**config.mk**
```make
export PLATFORM = sky130hd
export DESIGN_NAME = compass_heading_from_magnetometer
export DESIGN_NICKNAME = d
export VERILOG_FILES = /design/src/hdl/chm_pkg.sv /design/src/hdl/chm_prep.sv /design/src/hdl/chm_cordic_stage.sv /design/src/hdl/chm_scale.sv /design/src/hdl/compass_heading_from_magnetometer.sv
export SDC_FILE = /design/constraint.sdc
export NUM_CORES = 2
export LEC_CHECK = 0
export BUFFER_PORTS_ARGS = -buffer_cell sky130_fd_sc_hd__buf_2
export CORE_MARGIN = 10
export CORE_UTILIZATION = 49
export CTS_BUF_LIST = sky130_fd_sc_hd__clkbuf_2
export DETAILED_ROUTE_END_ITERATION = 7
export GPL_TIMING_DRIVEN = 1
export PLACE_DENSITY = 0.61
export SYNTH_ARGS = -nofsm -noshare
export SYNTH_HDL_FRONTEND = slang
export SYNTH_HIERARCHICAL = 1
export SYNTH_SLANG_ARGS = --single-unit
```
**constraint.sdc**
```tcl
create_clock -name clk_i -period 6.7 [get_ports clk_i]
set_clock_uncertainty 0.1 [all_clocks]
set_input_delay 0.335 -clock clk_i [delete_from_list [all_inputs] [get_ports clk_i]]
set_output_delay 0.335 -clock clk_i [all_outputs]
set_load 0.02 [all_outputs]
```
**src/hdl/chm_pkg.sv**
```systemverilog
`default_nettype none

package chm_pkg;

  // Datapath width of the CORDIC vector. The corrected sample is 17 bits,
  // scaled by 256, and the CORDIC gain with the diagonal adds under two bits.
  localparam int VecW = 28;

  // Width of the angle accumulator, in units of 2^-32 of a full turn.
  localparam int AngW = 32;

  // Number of entries in the arctangent table.
  localparam int AtanLen = 24;

  // round(atan(2^-i) / (2*pi) * 2^32)
  localparam logic [AngW-1:0] ATAN_TURNS [AtanLen] = '{
    32'h20000000, 32'h12E4051E, 32'h09FB385B, 32'h051111D4,
    32'h028B0D43, 32'h0145D7E1, 32'h00A2F61E, 32'h00517C55,
    32'h0028BE53, 32'h00145F2F, 32'h000A2F98, 32'h000517CC,
    32'h00028BE6, 32'h000145F3, 32'h0000A2FA, 32'h0000517D,
    32'h000028BE, 32'h0000145F, 32'h00000A30, 32'h00000518,
    32'h0000028C, 32'h00000146, 32'h000000A3, 32'h00000051
  };

  // Half a turn, the start angle after the vector is negated.
  localparam logic [AngW-1:0] HalfTurn = 32'h80000000;

  // Configuration register indexes.
  typedef enum logic {
    CFG_OFFSET_X = 1'b0,
    CFG_OFFSET_Y = 1'b1
  } chm_cfg_e;

  // Payload that travels down the CORDIC pipeline.
  typedef struct packed {
    logic                   zero;
    logic signed [VecW-1:0] x;
    logic signed [VecW-1:0] y;
    logic [AngW-1:0]        z;
  } chm_vec_t;

endpackage

`default_nettype wire

```
**src/hdl/chm_prep.sv**
```systemverilog
`default_nettype none

module chm_prep
  import chm_pkg::*;
(
  input  wire logic               clk_i,
  input  wire logic               rst_ni,
  input  wire logic               cfg_we_i,
  input  wire logic               cfg_idx_i,
  input  wire logic [15:0]        cfg_wdata_i,
  input  wire logic               accept_i,
  input  wire logic signed [15:0] raw_x_i,
  input  wire logic signed [15:0] raw_y_i,
  output logic                    valid_o,
  output chm_vec_t                vec_o
);

  logic signed [15:0] bias_x_q, bias_x_d;
  logic signed [15:0] bias_y_q, bias_y_d;
  logic               valid_q;
  chm_vec_t           vec_q, vec_d;
  logic signed [16:0] dx, dy;
  logic signed [16:0] px, py;

  always_comb begin
    bias_x_d = bias_x_q;
    bias_y_d = bias_y_q;
    if (cfg_we_i) begin
      unique case (chm_cfg_e'(cfg_idx_i))
        CFG_OFFSET_X: bias_x_d = cfg_wdata_i;
        CFG_OFFSET_Y: bias_y_d = cfg_wdata_i;
        default: ;
      endcase
    end
  end

  always_comb begin
    dx = 17'(raw_x_i) - 17'(bias_x_q);
    dy = 17'(raw_y_i) - 17'(bias_y_q);
    // A vector in the left half plane is turned by half a turn first, so
    // the iterations only have to cover plus or minus a quarter turn.
    if (dx < 0) begin
      px = -dx;
      py = -dy;
      vec_d.z = HalfTurn;
    end else begin
      px = dx;
      py = dy;
      vec_d.z = '0;
    end
    vec_d.x    = VecW'(px) <<< 8;
    vec_d.y    = VecW'(py) <<< 8;
    vec_d.zero = (dx == '0) && (dy == '0);
  end

  always_ff @(posedge clk_i or negedge rst_ni) begin
    if (!rst_ni) begin
      bias_x_q <= '0;
      bias_y_q <= '0;
      valid_q  <= 1'b0;
    end else begin
      bias_x_q <= bias_x_d;
      bias_y_q <= bias_y_d;
      valid_q  <= accept_i;
    end
  end

  always_ff @(posedge clk_i) begin
    if (accept_i) begin
      vec_q <= vec_d;
    end
  end

  assign valid_o = valid_q;
  assign vec_o   = vec_q;

endmodule

`default_nettype wire

```
**src/hdl/chm_cordic_stage.sv**
```systemverilog
`default_nettype none

module chm_cordic_stage
  import chm_pkg::*;
#(
  parameter int Idx = 0
) (
  input  wire logic     clk_i,
  input  wire logic     rst_ni,
  input  wire logic     valid_i,
  input  wire chm_vec_t vec_i,
  output logic          valid_o,
  output chm_vec_t      vec_o
);

  logic                   valid_q;
  chm_vec_t               vec_q, vec_d;
  logic signed [VecW-1:0] xs, ys;

  always_comb begin
    xs         = vec_i.x >>> Idx;
    ys         = vec_i.y >>> Idx;
    vec_d.zero = vec_i.zero;
    // Rotate toward the x axis; both updates use the incoming x and y.
    if (vec_i.y > 0) begin
      vec_d.x = vec_i.x + ys;
      vec_d.y = vec_i.y - xs;
      vec_d.z = vec_i.z + ATAN_TURNS[Idx];
    end else begin
      vec_d.x = vec_i.x - ys;
      vec_d.y = vec_i.y + xs;
      vec_d.z = vec_i.z - ATAN_TURNS[Idx];
    end
  end

  always_ff @(posedge clk_i or negedge rst_ni) begin
    if (!rst_ni) begin
      valid_q <= 1'b0;
    end else begin
      valid_q <= valid_i;
    end
  end

  always_ff @(posedge clk_i) begin
    if (valid_i) begin
      vec_q <= vec_d;
    end
  end

  assign valid_o = valid_q;
  assign vec_o   = vec_q;

endmodule

`default_nettype wire

```
**src/hdl/chm_scale.sv**
```systemverilog
`default_nettype none

module chm_scale
  import chm_pkg::*;
#(
  parameter int ANGLE_FRAC_BITS = 7
) (
  input  wire logic            clk_i,
  input  wire logic            rst_ni,
  input  wire logic            valid_i,
  input  wire logic            zero_i,
  input  wire logic [AngW-1:0] z_i,
  output logic                 valid_o,
  output logic [15:0]          heading_o
);

  localparam int FullTurn = 360 << ANGLE_FRAC_BITS;
  localparam int HeadW    = $clog2(FullTurn + 1);
  localparam int ProdW    = AngW + HeadW;
  localparam logic [ProdW-1:0] RoundHalf = ProdW'(64'h80000000);
  localparam logic [HeadW-1:0] FullVal   = HeadW'(FullTurn);

  logic             prod_valid_q;
  logic             prod_zero_q;
  logic [ProdW-1:0] prod_q, prod_d;
  logic [ProdW-1:0] rounded;
  logic [HeadW-1:0] head_full;
  logic [31:0]      head_wide;
  logic             out_valid_q;
  logic [15:0]      heading_q, heading_d;

  assign prod_d = ProdW'(z_i) * ProdW'(FullVal);

  always_comb begin
    rounded   = prod_q + RoundHalf;
    head_full = rounded[ProdW-1:AngW];
    // A heading that rounds up to a whole turn reads as north.
    if (prod_zero_q || (head_full >= FullVal)) begin
      head_wide = '0;
    end else begin
      head_wide = 32'(head_full);
    end
    heading_d = head_wide[15:0];
  end

  always_ff @(posedge clk_i or negedge rst_ni) begin
    if (!rst_ni) begin
      prod_valid_q <= 1'b0;
      out_valid_q  <= 1'b0;
    end else begin
      prod_valid_q <= valid_i;
      out_valid_q  <= prod_valid_q;
    end
  end

  always_ff @(posedge clk_i) begin
    if (valid_i) begin
      prod_q      <= prod_d;
      prod_zero_q <= zero_i;
    end
    if (prod_valid_q) begin
      heading_q <= heading_d;
    end
  end

  assign valid_o   = out_valid_q;
  assign heading_o = heading_q;

endmodule

`default_nettype wire

```
**src/hdl/compass_heading_from_magnetometer.sv**
```systemverilog
// Compass heading from one X/Y magnetometer sample with hard-iron correction.
//
// Input: a sample transfer happens at a rising edge where start is high and
// busy is low. busy stays low, so a new sample may be given in every cycle.
// Output: heading_valid_o is high for exactly one cycle with heading_o, in
// units of 2^-ANGLE_FRAC_BITS degree from 0 up to under 360 degrees. A zero
// corrected vector gives heading 0. The receiver cannot stall the block.
// Pipeline: one register for the offset subtraction and half-turn fold,
// one per CORDIC iteration (steps capped at 24), one for the multiply to
// degrees and one for rounding and the wrap at 360.
// Throughput: one sample per cycle; results come out in input order.
// Configuration: cfg_we_i writes the X offset (index 0) or the Y offset
// (index 1) from the low 16 bits of cfg_wdata_i. Write them only while no
// sample is in flight. Reset clears both offsets and empties the pipeline.
`default_nettype none

module compass_heading_from_magnetometer
  import chm_pkg::*;
#(
  parameter int ANGLE_FRAC_BITS = 7,
  parameter int CORDIC_STEPS    = 16
) (
  input  wire logic               clk_i,
  input  wire logic               rst_ni,
  input  wire logic               cfg_we_i,
  input  wire logic               cfg_idx_i,
  input  wire logic [15:0]        cfg_wdata_i,
  input  wire logic               start,
  output logic                    busy,
  input  wire logic signed [15:0] raw_x_i,
  input  wire logic signed [15:0] raw_y_i,
  output logic                    heading_valid_o,
  output logic [15:0]             heading_o
);

  localparam int Steps = (CORDIC_STEPS > AtanLen) ? AtanLen : CORDIC_STEPS;

  logic     accept;
  logic     stage_valid [Steps+1];
  chm_vec_t stage_vec   [Steps+1];

  assign busy   = 1'b0;
  assign accept = start && !busy;

  chm_prep u_prep (
    .clk_i       (clk_i),
    .rst_ni      (rst_ni),
    .cfg_we_i    (cfg_we_i),
    .cfg_idx_i   (cfg_idx_i),
    .cfg_wdata_i (cfg_wdata_i),
    .accept_i    (accept),
    .raw_x_i     (raw_x_i),
    .raw_y_i     (raw_y_i),
    .valid_o     (stage_valid[0]),
    .vec_o       (stage_vec[0])
  );

  for (genvar i = 0; i < Steps; i++) begin : g_cordic
    chm_cordic_stage #(
      .Idx (i)
    ) u_stage (
      .clk_i   (clk_i),
      .rst_ni  (rst_ni),
      .valid_i (stage_valid[i]),
      .vec_i   (stage_vec[i]),
      .valid_o (stage_valid[i+1]),
      .vec_o   (stage_vec[i+1])
    );
  end

  chm_scale #(
    .ANGLE_FRAC_BITS (ANGLE_FRAC_BITS)
  ) u_scale (
    .clk_i     (clk_i),
    .rst_ni    (rst_ni),
    .valid_i   (stage_valid[Steps]),
    .zero_i    (stage_vec[Steps].zero),
    .z_i       (stage_vec[Steps].z),
    .valid_o   (heading_valid_o),
    .heading_o (heading_o)
  );

endmodule

`default_nettype wire

```
==> impl_metrics.env <==
export IMPL_cp_num_buf_inv=2
export IMPL_track_usage=0.240
export IMPL_grt_pass1_vias=103000
export IMPL_drv_slew=0
export IMPL_drt_iter0_drc=7856
export IMPL_vias=105000
export IMPL_stdcell_area_sq_um=137000
export IMPL_reg2reg_slack_ns=0.52
export IMPL_postCtsResizedCells=0
export IMPL_dr_pass1_iters=6
export IMPL_cap_viol_max_count=0
export IMPL_clock_fmax_mhz=162
export IMPL_end_kind="register"
export IMPL_reg2reg_to="g_cordic[8].u_stage/vec_o[58]"
export IMPL_relSlewSlack=0.141
export IMPL_cts_htree_levels=5
export IMPL_rows=187
export IMPL_hold_viol=0
export IMPL_path_cells="or4_4, or4_1, or2_1, nor4_4, a31oi_4, inv_1, buf_4, nor2_1, xor2_1, ha_1, a211oi_1, o21ai_0, nand3_1, nand3_1, a311oi_1, o21bai_1, a221oi_1, xnor2_1"
export IMPL_cts_tree="done"
export IMPL_dp_hpwl_um=277000
export IMPL_die_x_um=531
export IMPL_clk_path_buf_depth=4
export IMPL_critPathKind="reg -> reg"
export IMPL_cp_startpoint="g_cordic[7].u_stage/vec_o[45]"
export IMPL_cp_depth=18
export IMPL_final_fill_count=23700
export IMPL_layout_nets=15400
export IMPL_pre_cts_slack_ns=0.640
export IMPL_gp_congestion=0.973
export IMPL_coreArea_sq_um=260000
export IMPL_cts_sinks=1446
export IMPL_grt_max_degree=91
export IMPL_setup_worst_path_end="g_cordic[8].u_stage/vec_o[58]"
export IMPL_worstPathRequired_ns=8.13
export IMPL_r2r_start="g_cordic[7].u_stage/vec_o[45]"
export IMPL_synth_avg_cell_area_sq_um=9.50
export IMPL_critical_path_max_stage_delay_ns=0.85
export IMPL_initial_utilization=0.493
export IMPL_post_dp_cell_area_sq_um=131000
export IMPL_rsz0062_at_grt="no"
export IMPL_start_kind="register"
export IMPL_cp_common_cell="nand3_1"
export IMPL_grt_overflow_total=0
export IMPL_path_delay_family="simple AND/OR/NAND/NOR gates"
export IMPL_cp_max_fo=22
export IMPL_io_buffers=69
export IMPL_tightest_slew_ns=1.28
export IMPL_viasPerCell=5.98
export IMPL_cp_slowest_cell="a311oi_1"
export IMPL_drive_above_1_share=0.0771
export IMPL_setup_viol=0
export IMPL_grt_pass1_wl_um=557000
export IMPL_num_io_pins=71
export IMPL_crit_arrival_ns=7.61
export IMPL_synthCells=13500
export IMPL_antenna_found_initial=6
export IMPL_root_buffer="clkbuf_2"
export IMPL_finalWirelength_um=353000
export IMPL_min_period_ns=6.18
export IMPL_cts_buffers=395
export IMPL_final_antenna_net_count=0
export IMPL_status="completed"
export IMPL_yosys_warnings=6
export IMPL_clkTransAtPathRegs_ns=0.12
export IMPL_chipHeight_um=531
export IMPL_clk_latency_ns=1.83
export IMPL_period_share=0.922
export IMPL_setup_tns_ns=0
export IMPL_wl_per_cell_um=20.1
export IMPL_die_area_sq_um=282000
export IMPL_min_path_type="in -> reg"
export IMPL_drc=0
export IMPL_r2r_cells=18
export IMPL_syn_area_sq_um=128000
export IMPL_area_growth_pct=7.37
export IMPL_setup_slack_ns=0.521
## metrics by stage
| step | util | hold WS, ns | cells |
|---|---|---|---|
| 3_3_place_gp | 0.505 | 0.220 | 16700 |
| 2_1_floorplan | - | -0.0606 | 13500 |
| 3_5_place_dp | 0.505 | 0.239 | 16700 |
| 4_1_cts | 0.529 | 0.0189 | 17600 |
| 5_1_grt | 0.529 | 0.159 | 17600 |
| 6_report | 0.529 | 0.319 | 17600 |
## flip-flops by register name (all words and copies together), names as in the netlist, 16 cells and up
signal and flops:
u_scale/heading_o 16, g_cordic.u_stage/valid_o 16, u_prep/vec_o 36, u_scale/prod_q 17
g_cordic.u_stage/vec_o 1325, u_prep/bias_y_q 16, u_prep/bias_x_q 16
## timing repair
| item | 4_1_cts | 5_1_grt |
|---|---|---|
| setup buffers | 0 | 0 |
| endpoints found under the hold margin | 156 | 0 |
| hold buffers | 216 | 0 |
## cell type report
class | count | area [sq um] | area share
multi-input combinational | 11100 | 80600 | 0.587
antenna | 5 | 12.5 | 0.0000911
timing repair buffer | 337 | 2920 | 0.0213
tap | 3402 | 4260 | 0.0310
inverter | 643 | 2420 | 0.0176
clock buffer | 541 | 2710 | 0.0197
sequential | 1446 | 43200 | 0.315
clock inverter | 174 | 1220 | 0.00885
## worst min-delay path, delay by kind of cell
kind | cells | cell delay [ns]
multiplexers | 1 | 0.14
buffers and inverters | 4 | 1.74
## layer usage
layer | global-route usage | share of wire | vias up
li1 | - | - | 51300
met1 | 0.302 | 0.43 | 50200
met2 | 0.417 | 0.49 | 2976
met3 | 0.0279 | 0.043 | 825
met4 | 0.0984 | 0.044 | 10
met5 | 0 | 0.00021 | -
## how the worst min path moves through the flow
stage	startpoint	endpoint	slack, ns	depth (start not counted)
finish	cfg_wdata_i[12]	u_prep/bias_y_q[12]	0.32	5
global route	cfg_wdata_i[12]	u_prep/bias_y_q[12]	0.16	5
CTS	cfg_wdata_i[12]	u_prep/bias_y_q[12]	0.02	5
detailed placement	rst_ni	u_prep/bias_y_q[14]	0.24	1
global placement	rst_ni	u_prep/bias_y_q[14]	0.22	1
floorplan	rst_ni	g_cordic[0].u_stage/valid_o	-0.06	0
## layout by cell type, fill, tap and decap left out, types with 581 or more instances in the layout
master,count
a21oi_1,1308
inv_1,624
nor2_1,881
ha_1,1412
edfxtp_1,1395
xnor2_1,1126
xor2_1,581
nand2_1,872
a21o_1,593
o21ai_0,835
Power is not shown: default switching activity piles up to over one toggle a cycle in this logic, so the estimate is an artifact.
